[src/hw/rtl/gcmp_ram.sv]
`timescale 1ns / 1ps

module gcmp_ram #(
  parameter int WIDTH = 8,
  parameter int DEPTH = 16
) (
  input  logic                     clk,
  input  logic                     wr_en,
  input  logic [$clog2(DEPTH)-1:0] wr_addr,
  input  logic [WIDTH-1:0]         wr_data,
  input  logic                     rd_en,
  input  logic [$clog2(DEPTH)-1:0] rd_addr,
  output logic [WIDTH-1:0]         rd_data
);

  logic [WIDTH-1:0] mem [DEPTH];

  always_ff @(posedge clk) begin
    if (wr_en) begin
      mem[wr_addr] <= wr_data;
    end
    if (rd_en) begin
      rd_data <= mem[rd_addr];
    end
  end

endmodule

[config.mk]
export PLATFORM = sky130hd
export DESIGN_NAME = gcmp_ram
export DESIGN_NICKNAME = d
export VERILOG_FILES = /design/src/hw/rtl/gcmp_ram.sv
export SDC_FILE = /design/constraint.sdc
export NUM_CORES = 1
export LEC_CHECK = 0
export ABC_AREA = 1
export BUFFER_PORTS_ARGS = -buffer_cell sky130_fd_sc_hd__buf_4
export CAP_MARGIN = 20
export CORE_MARGIN = 3
export CORE_UTILIZATION = 37
export DETAILED_ROUTE_END_ITERATION = 16
export PLACE_DENSITY = 0.55
export SLEW_MARGIN = 20
export SYNTH_ARGS = -nofsm -noshare
export SYNTH_HDL_FRONTEND = slang
export SYNTH_SLANG_ARGS = --single-unit
[constraint.sdc]
create_clock -name clk -period 1.2 [get_ports clk]
set_input_delay 0.24 -clock clk [delete_from_list [all_inputs] [get_ports clk]]
set_output_delay 0.24 -clock clk [all_outputs]
set_load 0.1 [all_outputs]
# Yosys cells after proc, flatten, opt, wreduce, memory -nomap -nowiden

Memories as Yosys holds them, arrays and structs flattened. A register that Yosys moved wholly into a read port is not among the register bits.
Index checks and enable logic that the tools add are counted.

Mux-type cells: 2

Operators with widths:

| operator | number |
|---|---|
| $mux 1   | 2 |

Memories kept: 1
Word-level logic and storage cells: 3
Register bits: 0
Bits in writable memories: 128

Memories:

| memory | words | bits a word | rd ports | clocked after memory_dff | wr ports | line | RTL |
|---|---|---|---|---|---|---|---|
| mem    | 16    | 8           | 1        | 1                        | 1        | 16   | `logic [WIDTH-1:0] mem [DEPTH];` |

# Depth between registers and ports, before layout

Gate-level depths: netlist of run 1.

Depth after elaboration: 2
Depth in mapped cells: 8
Gate-level depth less buffers: 7

# Worst setup path before layout of run 1

OpenSTA, ideal clock, no wires.

Path kind: input port to flip-flop
Start point: in wr_addr[3]
End point: mem mem[4][0], enable pin
Setup time: 370 ps
Cell stages on the path: 2
Arrival: 821 ps
Buffers on the path: 0
Path slack: 9 ps
Path through: nand3b_1 > nor2_1

RTL lines:

| what            | line | RTL |
|---|---|---|
| start, declared | 9    | `input logic [$clog2(DEPTH)-1:0] wr_addr,` |
| end, declared   | 16   |  |

Straight into the memory's write port.

# Final worst setup path of run 1

Start point: reg rd_data[7], read port of mem
End point: out rd_data[7]

RTL lines:

| what            | line | RTL |
|---|---|---|
| start, declared | 13   | `output logic [WIDTH-1:0] rd_data` |

No word-level cell between the ends.

==> results of run 1 <==
-- worst max path at each step --
| stage | end | slack, ps | cells past startpoint | startpoint |
|---|---|---|---|---|
| after floorplan | mem[4][0] | 9 | 2 | wr_addr[3] |
| after global placement | rd_data[7] | -300 | 8 | rd_addr[0] |
| after detailed placement | rd_data[7] | -310 | 8 | rd_addr[0] |
| after CTS | rd_data[7] | -150 | 1 | rd_data[7] |
| after global routing | rd_data[7] | -170 | 1 | rd_data[7] |
| final | rd_data[7] | -150 | 1 | rd_data[7] |
-- kinds of logic (layout without fill, tap and decap cells) --
logic type | after synthesis | in the layout | synth area share (%)
buf+inv | 126 | 196 | 9.39
simple gates | 289 | 289 | 20.8
flops | 136 | 136 | 69.8
-- cell usage after synthesis --
library cell,n
nor2_1,17
nand3_1,97
inv_1,100
buf_4,4
nand3b_1,2
edfxtp_1,136
nand2_1,173
buf_6,6
buf_1,1
buf_2,13
inv_2,2
-- power groups by stage --
stage | combinational, mW | clock, mW | sequential (mW)
after global routing | 1.01 | 4.94 | 5.40
final | 0.919 | 4.67 | 5.39
after floorplan | 0.375 | 0 | 5.64
after global placement | 0.902 | 0 | 5.48
after detailed placement | 0.910 | 0 | 5.48
after CTS | 0.927 | 4.76 | 5.39
-- state kept, by name (all words and copies together) (netlist names) --
| name | flops |
|---|---|
| rd_data | 8 |
| mem | 128 |
-- final cells by class --
type                       instances  area (um2)  area share [%]
tap                              211         264            3.74
timing repair buffer              66         588            8.32
clock buffer                      20         437            6.18
clock inverter                     8        83.8            1.19
inverter                         102         383            5.42
multi-input combinational        289        1230            17.4
sequential                       136        4080            57.8
-- metal layers --
metal / track usage (%) / wire length (um)
met1: 19.9 / 5700
met2: 26.2 / 6420
met3: 4.75 / 803
met4: 8.34 / 301
met5: 0 / 13
-- timing repair --
item,CTS,global route
setup endpoints to repair,8,11
gates resized for setup,8,3
endpoints found under the hold margin,0,0
==> results_dict.tcl, run 1 <==
set metrics [dict create \
    status "finished, violations left" \
    violations "negative setup slack" \
    grt_pass1_wl_um 20600 \
    crit_path_top_delay_cell "edfxtp_1" \
    clockRootBuffer "clkbuf_16" \
    grt_usage_pct 16.2 \
    hp-class "in -> reg" \
    initial_utilization_pct 38.2 \
    period_share_pct 113 \
    min_to "rd_data[3]" \
    max_freq_mhz 740 \
    fin_hold_ws_ps 145 \
    min-delay-start "rd_en" \
    p_per_area_nw_per_um2 1550 \
    avgSynthCellArea_um2 10.6 \
    ff2ff_setup_slack_ps 60 \
    clkPwrFrac_pct 42.5 \
    startpoint_type "register" \
    internal_power_mw 8.61 \
    dr.pass1.iters 4 \
    vias_per_cell 4.63 \
    final_cell_mix "nand2_1 (173), edfxtp_1 (136), inv_1 (100)" \
    hpwlAfterDp_um 8840 \
    port_buffers 26 \
    hold_depth 1 \
    ys_seq_area_share_pct 69.8 \
    syn-num-nets 570 \
    cp.buffers_inverters 1 \
    crit_fanout 1 \
    cp.arrival_ps 1110 \
    power.total_mw 11.0 \
    cts-buffers-inserted 17 \
    die_area_um2 17300 \
    yosysUniqueCellTypes 11 \
    clock_path_buffers 2 \
    synthToLayoutAreaGrowth_pct 20.9 \
    first_global_vias 3890 \
    crit_path_end_kind "primary output" \
    worst_pin_slew_ps 302 \
    diodes 0 \
    wl_um 13200 \
    cp.required_ps 960 \
    ant_nets 0 \
    cts_num_sinks 136 \
    maxSlewHeadroom_pct 79.8 \
    core.rowCount 45 \
    clkLatencyLatePin_ps 420 \
    fin_area_um2 7070 \
    ys_seq_elements 136 \
    hold_violations 0 \
    fill_cells 1474 \
    cts_hold_buf 0 \
    p_comb_share_pct 8.4 \
    final_cells 832 \
    yosysWarnings 0 \
    antenna_found_initial 1 \
    path_cells "buf_6" \
    final.setup.tns_ps -470 \
    die_w_um 132 \
    drv_cap 0 \
    grt_max_degree 54 \
    synth_top_area_share_pct 69.8 \
    core_area_um2 15300 \
    reg2reg_to "rd_data[7]" \
    fin_ws_ps -151 \
    clock_skew_ps 7.91 \
    synth_top_cell_by_area "edfxtp_1" \
    path_class "reg -> out" \
    rr_worst_depth 6 \
    place_congestion 0.786 \
    fin_crit_ps 1350 \
    syn_inst 551 \
    drive_gt1_share_pct 14.7 \
    place_inst 804 \
    place_ws_ps -312 \
    cts_tree "built" \
    crit_family "flip-flops" \
    die_y_um 132 \
    final_common_cell "nand2_1" \
    p_seq_share_pct 49.1 \
    p_leak_nw 3.05 \
    postCtsSetupBuffers 0 \
    switching_share_pct 21.6 \
    synth_top_cells_by_area "edfxtp_1 (70%), nand2_1 (11%), nand3_1 (8.3%), inv_1 (6.4%), buf_6 (1.2%)" \
    power_switching_mw 2.37 \
    clk_pin_slew_ps 50 \
    drv_slew 0 \
    setup_violations 8 \
    route.detailed.drc 0 \
    io_pins 27 \
    slowest_delay_ps 460 \
    utilization_pct 46.2 \
    drt_iter0_drc 245 \
    num_vias 3850 \
    place_area_um2 6500 \
    nets 631 \
    synth_area_um2 5850 \
    grt-ovfl-total 0 \
    routedWlPerCell_um 15.9 \
    r2r-start "mem[12][7]" \
    htreeDepth 4 \
    vdd.ir_drop.worst_mv 1.16 \
    grt_setup_unrepaired "yes" \
]
No activity file was read; power rests on OpenSTA's default activity.
==> inputs of run 2 (changes only) <==
- SETUP_SLACK_MARGIN: not set -> 0.02
==> run 2 against run 1 <==
Net effect:
- the run still ends with negative setup slack left
- critical endpoint unchanged
- die area is the same
- global-route usage stayed put
- combinational power rose by 0.7%
- first-iteration DRC count is 0.82% lower
- non-clock buffer count unchanged
- flip-flop and latch count unchanged
- sequential power hardly changed
==> results_dict.tcl, run 2 (synthesis gave the netlist of run 1 again) <==
set metrics [dict create \
    internal_power_mw 8.61 \
    diodes 0 \
    hp-class "in -> reg" \
    r2r-start "mem[12][7]" \
    cts-buffers-inserted 17 \
    fin_ws_ps -144 \
    grt_max_degree 54 \
    largest_register "mem" \
    cp.required_ps 960 \
    status "finished, violations left" \
    rr_worst_depth 6 \
    ant_nets 0 \
    clkPwrFrac_pct 42.4 \
    nets 631 \
    grt_setup_unrepaired "yes" \
    die_area_um2 17300 \
    wl_um 13200 \
    die_y_um 132 \
    p_comb_share_pct 8.4 \
    clkLatencyLatePin_ps 420 \
    routedWlPerCell_um 15.9 \
    slowest_delay_ps 460 \
    final_cell_mix "nand2_1 (173), edfxtp_1 (136), inv_1 (100)" \
    violations "negative setup slack" \
    power.total_mw 11.0 \
    path_cells "buf_6" \
    die_w_um 132 \
    fill_cells 1469 \
    final_common_cell "nand2_1" \
    synthToLayoutAreaGrowth_pct 21.4 \
    crit_path_start "rd_data[7]" \
    p_per_area_nw_per_um2 1550 \
    crit_path_end_kind "primary output" \
    place_congestion 0.786 \
    route.detailed.drc 0 \
    port_buffers 26 \
    grt_pass1_wl_um 20600 \
    worst_pin_slew_ps 358 \
    maxSlewHeadroom_pct 76.1 \
    htreeDepth 4 \
    crit_path_top_delay_cell "edfxtp_1" \
    cts_num_sinks 136 \
    drv_cap 0 \
    first_global_vias 3890 \
    vdd.ir_drop.worst_mv 1.16 \
    io_pins 27 \
    postCtsSetupBuffers 0 \
    fin_crit_ps 1340 \
    hpwlAfterDp_um 8840 \
    largest_reg_flops 128 \
    drv_slew 0 \
    num_vias 3836 \
    power_switching_mw 2.37 \
    hold_violations 0 \
    utilization_pct 46.3 \
    setup_violations 8 \
    dr.pass1.iters 4 \
    ff2ff_setup_slack_ps 90 \
    grt_usage_pct 16.2 \
    cts_hold_buf 0 \
    worstSetupPathDepth 1 \
    initial_utilization_pct 38.2 \
    cp.buffers_inverters 1 \
    drive_gt1_share_pct 15.6 \
    p_seq_share_pct 49.1 \
    period_share_pct 112 \
    vias_per_cell 4.61 \
    reg2reg_to "rd_data[7]" \
    largestRegisters "mem: 128 flops, rd_data: 8 flops" \
    grt-ovfl-total 0 \
    antenna_found_initial 1 \
    crit_fanout 1 \
    core.rowCount 45 \
    core_area_um2 15300 \
    cp.arrival_ps 1100 \
    max_freq_mhz 744 \
    startpoint_type "register" \
    drt_iter0_drc 243 \
    clockRootBuffer "clkbuf_16" \
    p_leak_nw 3.06 \
    crit_family "flip-flops" \
    place_ws_ps -312 \
    switching_share_pct 21.6 \
    crit_path_end "rd_data[7]" \
    path_class "reg -> out" \
    clk_pin_slew_ps 50 \
    clock_path_buffers 2 \
    clock_skew_ps 5.98 \
    cts_tree "built" \
    final.setup.tns_ps -459 \
]
==> run 2: cell types whose count changed in the layout (fill, tap and decap cells not counted) <==
cell / change
nand3_1: -6
nand3_2: +6
==> run 2: how the worst min path moves through the flow <==
| stage | startpoint | end | slack, ps | cells after the start |
|---|---|---|---|---|
| finish | rd_en | rd_data[3] | 140 | 1 |
| global route | rd_en | rd_data[3] | 130 | 1 |
| CTS | rd_en | rd_data[3] | 120 | 1 |
| detailed placement | rd_en | rd_data[6] | 560 | 1 |
| global placement | rd_en | rd_data[6] | 550 | 1 |
| floorplan | wr_data[0] | mem[0][0] | 340 | 0 |
==> run 2: area by class of cell <==
class	count	area [um2]	share of cell area (%)
clock buffers	20	437	6.15
clock inverters	8	83.8	1.18
inverters	102	383	5.39
multi-input cells	289	1260	17.7
flip-flops and latches	136	4080	57.5
well taps	211	264	3.72
repair buffers	66	588	8.28
==> run 2: power by group through the flow <==
| stage | Combinational (mW) | Sequential (mW) | Clock [mW] |
|---|---|---|---|
| final | 0.925 | 5.39 | 4.66 |
| after global routing | 1.02 | 5.40 | 4.94 |
| after CTS | 0.927 | 5.39 | 4.76 |
| after detailed placement | 0.910 | 5.48 | 0 |
| after global placement | 0.902 | 5.48 | 0 |
| after floorplan | 0.375 | 5.64 | 0 |
==> run 2: layer usage <==
layer / global-route usage, % / up-vias / share of wire (%)
li1: - / 1901 / -
met3: 4.75 / 14 / 6.8
met4: 8.34 / 2 / 1.5
met5: 0 / - / 0.098
met2: 26.2 / 92 / 50
met1: 19.9 / 1827 / 42
==> run 2: per-stage QoR <==
step           area (um2)  hold WS, ps  instances
6_report             7100          135        832
5_1_grt              7100          127        832
4_1_cts              7050          117        832
3_5_place_dp         6500          561        804
3_3_place_gp         6500          552        804
2_1_floorplan        5850          339        551
==> run 2: repair_timing <==
item                                   in CTS  in global routing
endpoints found under the hold margin       0                  0
gates resized for setup                     8                  9
setup endpoints to repair                   8                 15
cloned                                      0                  0
pin swaps                                   0                  2
==> inputs of run 3 (changes only) <==
- PLACE_DENSITY: 0.55 -> not set
==> run 3 against run 2 <==
Net effect:
- the run still ends with negative setup slack left
- clock power decreased by 5.2%
- worst setup slack better by 37 ps
- design area decreased by 1.1%
- clock-buffer cell count fell by 1
- worst hold slack gained 2.6 ps
- total power decreased by 2.2%
- critical path depth stayed put
- core utilization down 0.51 points
- sequential power about the same
- die area stayed put
- critical endpoint is now rd_data[2]
- largest cell class unchanged
==> results_dict.tcl, run 3 (synthesis gave the netlist of run 1 again) <==
set metrics [dict create \
    ant_nets 0 \
    hold_violations 0 \
    clkPwrFrac_pct 41.2 \
    place_congestion 0.863 \
    worst_pin_slew_ps 402 \
    largest_reg_flops 128 \
    crit_path_top_delay_cell "edfxtp_1" \
    power_switching_mw 2.53 \
    place_area_um2 6440 \
    path_cells "buf_6" \
    clkLatencyLatePin_ps 420 \
    die_y_um 132 \
    die_area_um2 17300 \
    diodes 0 \
    clock_skew_ps 7.48 \
    cts_tree "built" \
    drt_iter0_drc 465 \
    path_class "reg -> out" \
    clk_pin_slew_ps 60 \
    p_seq_share_pct 50.2 \
    clockRootBuffer "clkbuf_16" \
    cts_num_sinks 136 \
    internal_power_mw 8.20 \
    wl_um 13500 \
    grt_setup_unrepaired "yes" \
    max_freq_mhz 765 \
    slowest_delay_ps 430 \
    htreeDepth 4 \
    grt_max_degree 52 \
    grt-ovfl-total 0 \
    hpwlAfterDp_um 8630 \
    cp.buffers_inverters 1 \
    nets 623 \
    hp-class "in -> reg" \
    fin_hold_ws_ps 138 \
    core_area_um2 15300 \
    maxSlewHeadroom_pct 73.2 \
    period_share_pct 109 \
    startpoint_type "register" \
    fin_ws_ps -106 \
    grt_pass1_wl_um 21100 \
    fin_crit_ps 1310 \
    crit_fanout 1 \
    first_global_vias 3731 \
    dr.pass1.iters 5 \
    p_leak_nw 3.01 \
    postCtsSetupBuffers 0 \
    drv_cap 0 \
    fin_area_um2 7020 \
    vdd.ir_drop.worst_mv 1.14 \
    switching_share_pct 23.6 \
    p_per_area_nw_per_um2 1530 \
    drv_slew 0 \
    route.detailed.drc 0 \
    grt_usage_pct 16.2 \
    status "finished, violations left" \
    setup_violations 8 \
    vias_per_cell 4.71 \
    initial_utilization_pct 38.2 \
    synthToLayoutAreaGrowth_pct 20.1 \
    port_buffers 26 \
    clock_path_buffers 2 \
    violations "negative setup slack" \
    routedWlPerCell_um 16.4 \
    io_pins 27 \
    final_cell_mix "nand2_1 (173), edfxtp_1 (136), inv_1 (100)" \
    drive_gt1_share_pct 15.6 \
    largestRegisters "mem: 128 flops, rd_data: 8 flops" \
    die_w_um 132 \
    p_comb_share_pct 8.5 \
    largest_register "mem" \
    cp.required_ps 960 \
    core.rowCount 45 \
    crit_path_end_kind "primary output" \
    crit_family "flip-flops" \
    num_vias 3893 \
    cp.arrival_ps 1070 \
    final_common_cell "nand2_1" \
    antenna_found_initial 0 \
    cts-buffers-inserted 17 \
]
run 3: changes by cell type in the layout (fill, tap and decap cells not counted), sizes merged:
cell	previous run	this run
clkinv	6	9
clkinvlp	0	2
clkbuf	20	19
buf	66	58
bufinv	2	0
run 3: timing repair:
action / in CTS / in global routing
pin swaps: 0 / 0
setup endpoints to repair: 8 / 15
resized for setup: 8 / 11
hold buffers: 0 / 0
run 3: worst register-to-register path, delay by kind of cell, from the launching register on:
kind	cells	cell delay [ps]
flops	1	370
buf+inv	1	70
simple gates	5	460
run 3: layout make-up:
type | count | area (um2)
Fill cell | 1443 | 8290
Sequential cell | 136 | 4080
Multi-Input combinational cell | 289 | 1260
Timing Repair Buffer | 58 | 532
Clock buffer | 19 | 433
Inverter | 102 | 383
Tap cell | 211 | 264
Clock inverter | 11 | 61.3
run 3: metrics by stage:
stage	power [mW]	TNS, ps	setup WS (ps)	utilization, %	std cells
after floorplan	6.02	0	9.16	-	551
after CTS	10.8	-690	-126	45.5	826
after detailed placement	6.37	-3920	-256	42.1	796
final	10.7	-598	-106	45.8	826
after global placement	6.37	-2750	-237	42.1	796
after global routing	11.1	-775	-125	45.8	826
run 3: routing by layer:
| layer | vias up | part of all wire [%] | global-route usage (%) |
|---|---|---|---|
| li1 | 1884 | - | - |
| met1 | 1849 | 44 | 21.7 |
| met2 | 135 | 48 | 25.4 |
| met3 | 25 | 5.4 | 3.18 |
| met4 | 0 | 2.7 | 7.64 |
| met5 | - | 0 | 0 |
run 3: worst paths after layout:
path | start | to | slack (ps) | cells past startpoint
setup / recovery | rd_data[2] | rd_data[2] | -110 | 1
hold / removal | rd_en | rd_data[4] | 140 | 1
setup reg to reg | mem[5][4] | rd_data[4] | 70 | 6
hold reg to reg | mem[12][5] | rd_data[5] | 750 | 6
run 3: power by group through the flow:
stage,clock network [mW],registers [mW],logic (mW)
2_1_floorplan,0,5.64,0.375
3_3_place_gp,0,5.48,0.882
3_5_place_dp,0,5.48,0.887
4_1_cts,4.45,5.39,0.906
5_1_grt,4.67,5.40,0.996
6_report,4.42,5.39,0.918
